`config.mk`:
```
export PLATFORM = sky130hd
export DESIGN_NAME = best_fit_block_allocator
export DESIGN_NICKNAME = d
export VERILOG_FILES = /design/src/bfa_pkg.sv /design/src/bfa_cmp.sv /design/src/best_fit_block_allocator.sv
export SDC_FILE = /design/constraint.sdc
export NUM_CORES = 2
export LEC_CHECK = 0
export BUFFER_PORTS_ARGS = -buffer_cell sky130_fd_sc_hd__buf_4
export CAP_MARGIN = 20
export CELL_PAD_IN_SITES_DETAIL_PLACEMENT = 1
export CELL_PAD_IN_SITES_GLOBAL_PLACEMENT = 2
export CORE_MARGIN = 1.5
export CORE_UTILIZATION = 45
export CTS_BUF_LIST = sky130_fd_sc_hd__clkbuf_4 sky130_fd_sc_hd__clkbuf_8
export CTS_CLUSTER_SIZE = 28
export DETAILED_ROUTE_END_ITERATION = 10
export PLACE_DENSITY = 0.8
export SYNTH_ARGS = -nofsm -noshare
export SYNTH_HDL_FRONTEND = slang
export SYNTH_HIERARCHICAL = 1
export SYNTH_SLANG_ARGS = --single-unit
```
`constraint.sdc`:
```
create_clock -name clk -period 11.3 [get_ports clk]
set_input_delay 0.565 -clock clk [delete_from_list [all_inputs] [get_ports clk]]
set_output_delay 0.565 -clock clk [all_outputs]
set_load 0.05 [all_outputs]
```
`src/bfa_pkg.sv`:
```
// Shared types, status codes and sizing constants of the best-fit block allocator.
package bfa_pkg;

  localparam int unsigned TABLE_ENTRIES_DEF = 16;
  localparam int unsigned ADDR_BITS_DEF     = 16;
  localparam int unsigned LEN_BITS          = 16;
  localparam logic [LEN_BITS-1:0] POOL_RESET = 16'hFFFF;

  typedef enum logic [2:0] {
    ST_OK       = 3'd0,
    ST_NOFIT    = 3'd1,
    ST_FULL     = 3'd2,
    ST_NOTFOUND = 3'd3,
    ST_ZERO     = 3'd4
  } status_t;

  typedef enum logic {
    KIND_ALLOC = 1'b0,
    KIND_FREE  = 1'b1
  } kind_t;

  typedef struct packed {
    logic        kind;
    logic [15:0] req_size;
    logic [15:0] block_address;
  } in_item_t;

  typedef struct packed {
    logic [2:0]  status;
    logic [15:0] alloc_address;
  } out_item_t;

  localparam logic [1:0] REG_POOL_SIZE = 2'd0;

endpackage

```
`src/bfa_cmp.sv`:
```
// Shared compare unit: tests one table entry against the current scan goal.
module bfa_cmp #(
  parameter int unsigned ADDR_BITS = bfa_pkg::ADDR_BITS_DEF
) (
  input  logic                     e_valid,
  input  logic                     e_used,
  input  logic [ADDR_BITS-1:0]     e_start,
  input  logic [bfa_pkg::LEN_BITS-1:0] e_len,
  input  logic [ADDR_BITS-1:0]     key_addr,
  input  logic [bfa_pkg::LEN_BITS-1:0] key_len,
  input  logic                     best_found,
  input  logic [ADDR_BITS-1:0]     best_start,
  input  logic [bfa_pkg::LEN_BITS-1:0] best_len,
  output logic                     fits_better,
  output logic                     start_hit,
  output logic                     end_hit,
  output logic                     free_entry
);

  logic [ADDR_BITS:0] e_end;

  always_comb begin
    e_end       = {1'b0, e_start} + (ADDR_BITS+1)'(e_len);
    free_entry  = e_valid && !e_used;
    start_hit   = e_valid && (e_start == key_addr);
    end_hit     = free_entry && (e_end == {1'b0, key_addr});
    fits_better = free_entry && (e_len >= key_len) &&
                  (!best_found || (e_len < best_len) ||
                   ((e_len == best_len) && (e_start < best_start)));
  end

endmodule

```
`src/best_fit_block_allocator.sv`:
```
// Top level of the best-fit block allocator: register table, sequencer and ports.
//
//   channel  direction  handshake        payload
//   in       to block   in_valid/ready   in_item (kind, req_size, block_address)
//   out      from block out_valid/ready  out_item (status, alloc_address)
//   apb      to block   psel/penable     pool_size at address 0
//
// An item is scanned one table entry per cycle through a single compare unit.
// An allocate takes up to two passes (best fit, then spare entry); a free takes
// up to three passes (match, lower neighbor, upper neighbor). A zero-size
// allocate skips the scan and goes straight to its result.
// Reset, or a write of pool_size, leaves one free block covering the pool.
// The result waits in an output register; the next item is taken only after it
// has been delivered, so a stalled output holds the block.
module best_fit_block_allocator #(
  parameter int unsigned TABLE_ENTRIES = bfa_pkg::TABLE_ENTRIES_DEF,
  parameter int unsigned ADDR_BITS     = bfa_pkg::ADDR_BITS_DEF
) (
  input  logic              clk,
  input  logic              rst,
  input  logic              in_valid,
  output logic              in_ready,
  input  bfa_pkg::in_item_t in_item,
  output logic              out_valid,
  input  logic              out_ready,
  output bfa_pkg::out_item_t out_item,
  input  logic              psel,
  input  logic              penable,
  input  logic              pwrite,
  input  logic [2:0]        paddr,
  input  logic [31:0]       pwdata,
  output logic [31:0]       prdata,
  output logic              pready
);

  localparam int unsigned IW = $clog2(TABLE_ENTRIES);
  localparam int unsigned LW = bfa_pkg::LEN_BITS;

  typedef enum logic [2:0] {
    S_IDLE, S_BEST, S_SPARE, S_MATCH, S_LOWER, S_UPPER, S_DONE
  } state_t;

  // Entry table. Start/length are plain registers scanned through one mux.
  logic [ADDR_BITS-1:0] e_start [TABLE_ENTRIES];
  logic [LW-1:0]        e_len   [TABLE_ENTRIES];
  logic [TABLE_ENTRIES-1:0] e_used;
  logic [TABLE_ENTRIES-1:0] e_valid;

  logic [LW-1:0] pool_size;
  logic [LW-1:0] pool_next;
  state_t        state;
  logic [IW-1:0] idx;
  logic [LW-1:0] req;
  logic [ADDR_BITS-1:0] key_addr;
  logic          best_found;
  logic [IW-1:0] best;
  logic [ADDR_BITS-1:0] best_start;
  logic [LW-1:0] best_len;
  logic [IW-1:0] cur;

  logic fits_better, start_hit, end_hit, free_entry;
  logic last;
  logic cfg_wr;
  logic [ADDR_BITS-1:0] cmp_addr;

  assign pready   = 1'b1;
  assign cfg_wr   = psel && penable && pwrite && (paddr[2] == bfa_pkg::REG_POOL_SIZE[0]) &&
                    (paddr[1:0] == 2'd0);
  assign prdata   = (paddr[2] == 1'b0) ? {16'd0, pool_size} : 32'd0;
  assign in_ready = (state == S_IDLE);
  assign last     = (idx == IW'(TABLE_ENTRIES-1));
  assign pool_next = rst ? bfa_pkg::POOL_RESET : pwdata[LW-1:0];

  // Upper-neighbor scan looks for a free block starting at the end of the current block.
  assign cmp_addr = (state == S_UPPER) ?
                    ADDR_BITS'({1'b0, e_start[cur]} + (ADDR_BITS+1)'(e_len[cur])) :
                    key_addr;

  bfa_cmp #(.ADDR_BITS(ADDR_BITS)) u_cmp (
    .e_valid    (e_valid[idx]),
    .e_used     (e_used[idx]),
    .e_start    (e_start[idx]),
    .e_len      (e_len[idx]),
    .key_addr   ((state == S_LOWER) ? e_start[cur] : cmp_addr),
    .key_len    (req),
    .best_found (best_found),
    .best_start (best_start),
    .best_len   (best_len),
    .fits_better(fits_better),
    .start_hit  (start_hit),
    .end_hit    (end_hit),
    .free_entry (free_entry)
  );

  logic [ADDR_BITS-1:0] carve_start;
  assign carve_start = ADDR_BITS'({1'b0, best_start} + (ADDR_BITS+1)'(best_len) -
                                  (ADDR_BITS+1)'(req));

  always_ff @(posedge clk) begin
    if (rst || cfg_wr) begin
      // The table collapses to a single free block; an empty pool leaves none.
      for (int i = 0; i < TABLE_ENTRIES; i++) begin
        e_start[i] <= '0;
        e_len[i]   <= (i == 0) ? pool_next : '0;
      end
      e_used    <= '0;
      e_valid   <= TABLE_ENTRIES'(pool_next != '0);
      pool_size <= pool_next;
      if (rst) begin
        state     <= S_IDLE;
        out_valid <= 1'b0;
      end
    end else begin
      case (state)
        S_IDLE: begin
          if (in_valid) begin
            req        <= in_item.req_size;
            key_addr   <= ADDR_BITS'(in_item.block_address);
            idx        <= '0;
            best_found <= 1'b0;
            if (in_item.kind == bfa_pkg::KIND_FREE) begin
              state <= S_MATCH;
            end else if (in_item.req_size == '0) begin
              out_item <= '{status: bfa_pkg::ST_ZERO, alloc_address: '0};
              state    <= S_DONE;
              out_valid <= 1'b1;
            end else begin
              state <= S_BEST;
            end
          end
        end
        S_BEST: begin
          if (fits_better) begin
            best_found <= 1'b1;
            best       <= idx;
            best_start <= e_start[idx];
            best_len   <= e_len[idx];
          end
          if (last) begin
            idx <= '0;
            if (!(best_found || fits_better)) begin
              out_item  <= '{status: bfa_pkg::ST_NOFIT, alloc_address: '0};
              out_valid <= 1'b1;
              state     <= S_DONE;
            end else begin
              state <= S_SPARE;
            end
          end else begin
            idx <= idx + 1'b1;
          end
        end
        S_SPARE: begin
          idx <= idx + 1'b1;
          if (!e_valid[idx]) begin
            e_start[idx] <= carve_start;
            e_len[idx]   <= req;
            e_used[idx]  <= 1'b1;
            e_valid[idx] <= 1'b1;
            e_len[best]  <= best_len - req;
            if (best_len == req) begin
              e_start[best] <= '0;
              e_valid[best] <= 1'b0;
            end
            out_item  <= '{status: bfa_pkg::ST_OK, alloc_address: 16'(carve_start)};
            out_valid <= 1'b1;
            state     <= S_DONE;
          end else if (last) begin
            out_item  <= '{status: bfa_pkg::ST_FULL, alloc_address: '0};
            out_valid <= 1'b1;
            state     <= S_DONE;
          end
        end
        S_MATCH: begin
          if (start_hit) begin
            cur         <= idx;
            e_used[idx] <= 1'b0;
            idx         <= '0;
            state       <= S_LOWER;
          end else begin
            idx <= idx + 1'b1;
            if (last) begin
              out_item  <= '{status: bfa_pkg::ST_NOTFOUND, alloc_address: '0};
              out_valid <= 1'b1;
              state     <= S_DONE;
            end
          end
        end
        S_LOWER: begin
          if (idx != cur && end_hit) begin
            e_len[idx]   <= e_len[idx] + e_len[cur];
            e_start[cur] <= '0;
            e_len[cur]   <= '0;
            e_valid[cur] <= 1'b0;
            cur          <= idx;
            idx          <= '0;
            state        <= S_UPPER;
          end else if (last) begin
            idx   <= '0;
            state <= S_UPPER;
          end else begin
            idx <= idx + 1'b1;
          end
        end
        S_UPPER: begin
          idx <= idx + 1'b1;
          if (idx != cur && free_entry && (e_start[idx] == cmp_addr)) begin
            e_len[cur]   <= e_len[cur] + e_len[idx];
            e_start[idx] <= '0;
            e_len[idx]   <= '0;
            e_valid[idx] <= 1'b0;
            out_item  <= '{status: bfa_pkg::ST_OK, alloc_address: '0};
            out_valid <= 1'b1;
            state     <= S_DONE;
          end else if (last) begin
            out_item  <= '{status: bfa_pkg::ST_OK, alloc_address: '0};
            out_valid <= 1'b1;
            state     <= S_DONE;
          end
        end
        S_DONE: begin
          if (out_ready) begin
            out_valid <= 1'b0;
            state     <= S_IDLE;
          end
        end
        default: state <= S_IDLE;
      endcase
    end
  end

`ifndef ASSERT_OFF
  a_out_only_done: assert property (@(posedge clk) disable iff (rst)
    out_valid |-> state == S_DONE) else $error("result shown outside done");
  a_no_accept_busy: assert property (@(posedge clk) disable iff (rst)
    out_valid |-> !in_ready) else $error("input taken while result pending");
  a_addr_zero_fail: assert property (@(posedge clk) disable iff (rst)
    (out_valid && out_item.status != bfa_pkg::ST_OK) |-> out_item.alloc_address == '0)
    else $error("failed item carries an address");
  a_entry0_reset: assert property (@(posedge clk)
    ($past(rst) && !rst) |-> e_valid == TABLE_ENTRIES'(1)) else $error("bad table after reset");
`endif

endmodule
```
# Yosys cells after proc, flatten, opt, wreduce, memory -nomap -nowiden
# Memories as Yosys holds them, arrays and structs flattened. A register that Yosys moved wholly into a read port is not among the register bits.
# Cells that the tools add are included.
# totals
regBits,148
latch_bits,0
mem_bits_rw,512
mem_bits_ro,0
input_bits,75
output_inout_bits,54
elab_cells,259
n_memories,2
# memory_table
memory,depth,width,rd,rd_clocked_by_memory_dff,wr,line_no,text
e_len,16,16,2,2,16,best_fit_block_allocator.sv:45,logic [LW-1:0] e_len [TABLE_ENTRIES];
e_start,16,16,2,2,16,best_fit_block_allocator.sv:44,logic [ADDR_BITS-1:0] e_start [TABLE_ENTRIES];
# classes
add_sub_neg,7
mul,0
div,0
order_cmp,9
n_eq_ne,39
shift,0
n_mux,119
bitwise_logic,15
n_reduce_logical,52
# op_table
operator,count
2-to-1 mux 16 bit,20
2-to-1 mux 19 bit,11
OR reduction 16 bit,6
case mux 19 bit (5 select lines),1
bitwise AND 16 bit,4
== test 16 bit,4
2-to-1 mux 4 bit,16
adder 16 bit,3
inverter 16 bit,3
case mux 16 bit (3 select lines),1
2-to-1 mux 1 bit,45
2-to-1 mux 3 bit,14
< comparator 16 bit,2
OR 16 bit,2
case mux 16 bit (2 select lines),1
subtractor 16 bit,2
case mux 3 bit (7 select lines),1
!= test 2 bit (second input constant),10
case mux 4 bit (5 select lines),1
!= test 3 bit (second input constant),6
adder 16 x 16 -> 17 bit,1
== test 17 x 16 -> 1 bit,1
greater-or-equal comparator 16 bit,1
logical AND 1 bit,16
36 further kinds,69

# Logic depth before layout (Yosys ltp)
# logic_depth
ltp_word,14
mapped_depth,34
ltp_nobuf,27

# Hierarchy
# Netlist, hierarchy kept.
# modules_own_cells
mod,n_inst,cells_per_inst,area_each_um2
best_fit_block_allocator,1,3277,38755.9
bfa_cmp,1,322,2377.3

# Worst setup path before layout
# OpenSTA, ideal clock, no wires.
# synth_path
path_kind,flip-flop to flip-flop
from,register (tool-made name)
to,"register out_item[0] in the netlist's numbering, enable pin"
setup_ps,499
arrival_ps,9311
required_ps,10801
slack_ps,1490
stages_incl_launch_ff,20
n_path_buf,5
synth_period_minus_slack_ps,9810
path_cell_list,dfxtp_1 buf_2 clkbuf_1 clkbuf_1 buf_1 mux4_2 mux4_2 ha_1 buf_2 or2_2 a21oi_1 a2111oi_0 nor2_1 mux2_2 or3_1 a21o_1 or4b_1 nor3_1 o21ai_0 a2111oi_0
# synth_lines
item,line_no,text
"end signal, assigned",best_fit_block_allocator.sv:124,"out_item <= '{status: bfa_pkg::ST_ZERO, alloc_address: '0};"
"end signal, assigned",best_fit_block_allocator.sv:142,"out_item <= '{status: bfa_pkg::ST_NOFIT, alloc_address: '0};"
"end signal, assigned",best_fit_block_allocator.sv:164,"out_item <= '{status: bfa_pkg::ST_OK, alloc_address: 16'(carve_start)};"
"end, declared",best_fit_block_allocator.sv:26,"output bfa_pkg::out_item_t out_item,"

==> reports/results.txt <==
commonest non-fill, non-tap cell in the layout: edfxtp_1
nets@finish: 3,916
Die W: 305 µm
CORE AREA: 90,300 µm²
Yosys Warn Count: 6
Max Cap Viol: 0
layout cells sized above 1: 23.6%
Tot Pwr: 9240 µW
Layout area overhead: 12.2%
gr usage total: 35.6%
Fin Clk Skew: 0.0467 ns
Crit. End Element: flop
Post-synth EDFFs: 373
Mean Syn Cell Area: 11.4 µm²
Slew Limit Fails: 0
grt ovf: 0
cell count after synthesis: 3,599
register area share after synthesis: 41.6%
Post-Synth Simple-Gate Area: 8.68%
RSZ-0062 raised after global routing: false
htree depth: 3
Num CTS Buffers: 117
Root Driver: clkbuf_8
initial drt markers: 4,319
crit path DAT: 10.36 ns
row count: 110
post-detail-place hpwl: 122,000 µm
top cells by area, synth: edfxtp_1 27%, mux4_2 17%, dfxtp_1 14%, a22o_1 4.9%, ha_1 3.9%
Max VDD drop: 0.000132 V
postcts setup bufs: 0
vias in the first global route: 35,300
largest family of logic cells by synthesized area: compound AO/OA/AOI/OAI gates
die area: 93,200 µm²
Routed WL: 168,000 µm
drt wl/cell: 33.8 µm
Cell variety after synth: 105
initial core utilization: 45.6%
Hold Vio Cnt, Final: 0
crit-path max FO: 32
final core utilization: 51.1%
ys async rst share: 0%
P_sw: 3800 µW
crit-path cells: buf_4, mux4_2, mux4_2, ha_1, o21ai_1, o21ai_0, a2111oi_0, o31ai_1, xor2_1, mux2i_1, o21ai_0, xnor2_1, nor2_1, or3_1, a2111oi_2, nand4_1, nor4_2, buf_4, nand2_1, nor3_4, nor2_4, o32a_1, nand2_1
area of the mapped netlist: 41,100 µm²
Internal: 5440 µW
Setup TNS: 0 ns
most frequent cells in the layout: 373 x edfxtp_1, 318 x mux4_2, 287 x dfxtp_1
Data required, critical path: 11.69 ns
number of remaining DRC errors: 0
slowest stage delay, CP: 0.79 ns
min Tclk post-route: 9.96 ns
Post-DP Area: 43,300 µm²
slowest CP cell: nand2_1
pwr dens: 200 nW/µm²
DIE HEIGHT: 305 µm
top cell type by total area after synthesis: edfxtp_1
clock slew at reported path FFs: 0.06 ns
gp weighted congestion: 0.942
Combinational Power Share: 40.8%
CP delay by family, top: compound AO/OA/AOI/OAI gates
final worst-path cycle share: 88.2%
I/O Pins: 129
post-route ant nets: 0
PortBufs: 95
Clock Path Buffers: 3
WP buf/inv: 2
leakage: 0.0172 µW
iteration count of the initial detailed-routing pass: 7
total vias in the final route: 34,700
Flop pwr share: 32.9%
final setup fails: 0
vias per cell: 6.97
Synth Area in XOR/XNOR: 2.19%
CTS tree: done
initial antenna violation count: 6
Sw Ratio: 41.2%
Synth Flop Type: edfxtp_1
critical path class: flop to flop
status: finished clean
clock sinks: 668
Compound-Gate Fraction of Synth Area: 18.9%
flops & latches, synth: 668
fin area: 46,200 µm²
mux contribution to synthesized area: 18.7%
clock share of power: 26.3%
first-pass GRT wire length: 245,000 µm
adder-cell area share of the yosys netlist: 4.79%
Startpoint Class: flop
top cell type's share of synthesized area: 27.2%
Clock Latency Late Sink: 0.81 ns
HP Class: primary input to flop
Worst Tran Pin Value: 1.17 ns
Highest Clock Rate: 100 MHz
largest net degree at the start of global routing: 58
Max-slew headroom: 22.2%
-- layer usage --
metal | global-route usage, % | up-vias | routed length [µm]
met4 | 14.3 | 4 | 7050
met3 | 7.74 | 385 | 17100
met1 | 48.6 | 17900 | 67400
li1 | - | 14300 | -
met5 | 0 | - | 27
met2 | 55.4 | 2021 | 76300
-- synth_stat cells, drive strengths merged, types with 7 or more instances --
library cell / number
o2bb2ai: 9
nand3: 90
nor4: 16
inv: 166
nand2b: 17
xnor2: 70
a22o: 230
a21oi: 283
edfxtp: 373
a211oi: 36
nor3: 38
o211ai: 14
a31o: 10
a32o: 9
o21ai: 148
or4: 7
or2: 34
and3: 18
nor2: 145
and2: 45
a31oi: 30
nand4: 22
mux2i: 34
o32a: 9
o22ai: 162
ha: 127
nor2b: 43
o32ai: 8
a221oi: 8
o31ai: 19
a22oi: 21
fa: 19
or3: 23
o21a: 9
a21o: 31
clkbuf: 173
xor2: 33
mux4: 324
dfxtp: 295
nand2: 195
o21bai: 15
buf: 143
a2111oi: 10
-- cell type report --
type | count | area, µm²
Fill cell | 9478 | 44100
Multi-Input combinational cell | 2463 | 22200
Sequential cell | 668 | 17100
Timing Repair Buffer | 278 | 2200
Clock buffer | 166 | 2060
Tap cell | 1176 | 1470
Inverter | 167 | 627
Clock inverter | 50 | 427
Antenna cell | 2 | 5.00
-- power groups by stage --
stage / combinational [µW] / sequential, µW / clock (µW)
6_report: 3770 / 3040 / 2430
5_1_grt: 3960 / 3070 / 2550
4_1_cts: 3670 / 3040 / 2450
3_5_place_dp: 3640 / 3090 / 0
3_3_place_gp: 3530 / 3070 / 0
2_1_floorplan: 2440 / 2980 / 0
-- sequential cells by signal, summed over array words and instances, names as in the netlist, named ones only --
| signal | count |
|---|---|
| e_len | 256 |
| e_start | 256 |
| out_item | 19 |
| best_len | 16 |
| best_start | 16 |
| e_valid | 16 |
| key_addr | 16 |
| pool_size | 16 |
| req | 16 |
| best | 4 |
| cur | 4 |
| idx | 4 |
| state | 3 |
| best_found | 1 |
| out_valid | 1 |
-- final timing paths --
check | slack [ns] | cells after the start | startpoint | endpoint
worst min register to register | 0.48 | 2 | e_valid[2] | e_valid[2]
worst max register to register | 1.34 | 23 | flop | e_len[7][5]
worst max-delay path | 1.34 | 23 | flop | e_len[7][5]
worst min-delay path | 0.04 | 1 | in_item[16] | req[0]
-- per-stage QoR --
| stage | std cells | hold WS (ns) | setup slack (ns) |
|---|---|---|---|
| after floorplan | 3614 | 0.441 | 1.49 |
| after global placement | 4714 | 0.460 | 1.68 |
| after detailed placement | 4715 | 0.465 | 1.59 |
| after CTS | 4962 | 0.00733 | 1.53 |
| after global routing | 4970 | 0.0325 | 0.941 |
| final | 4970 | 0.0396 | 1.34 |
-- cell families (layout without fill, tap and decap cells) --
kind of cell | after synthesis | in the layout
compound gates | 1119 | 1119
xor+xnor | 103 | 103
fa+ha+maj | 146 | 146
buf+inv | 483 | 661
flops | 668 | 668
mux | 362 | 362
other cells | 2 | 19
simple gates | 716 | 716
-- repair_timing --
action,4_1_cts,5_1_grt
gates resized for setup,0,0
hold buffers,31,0
endpoints found under the hold margin,31,0
setup endpoints to repair,0,0
Note: power is estimated with default switching activity, not from simulation.
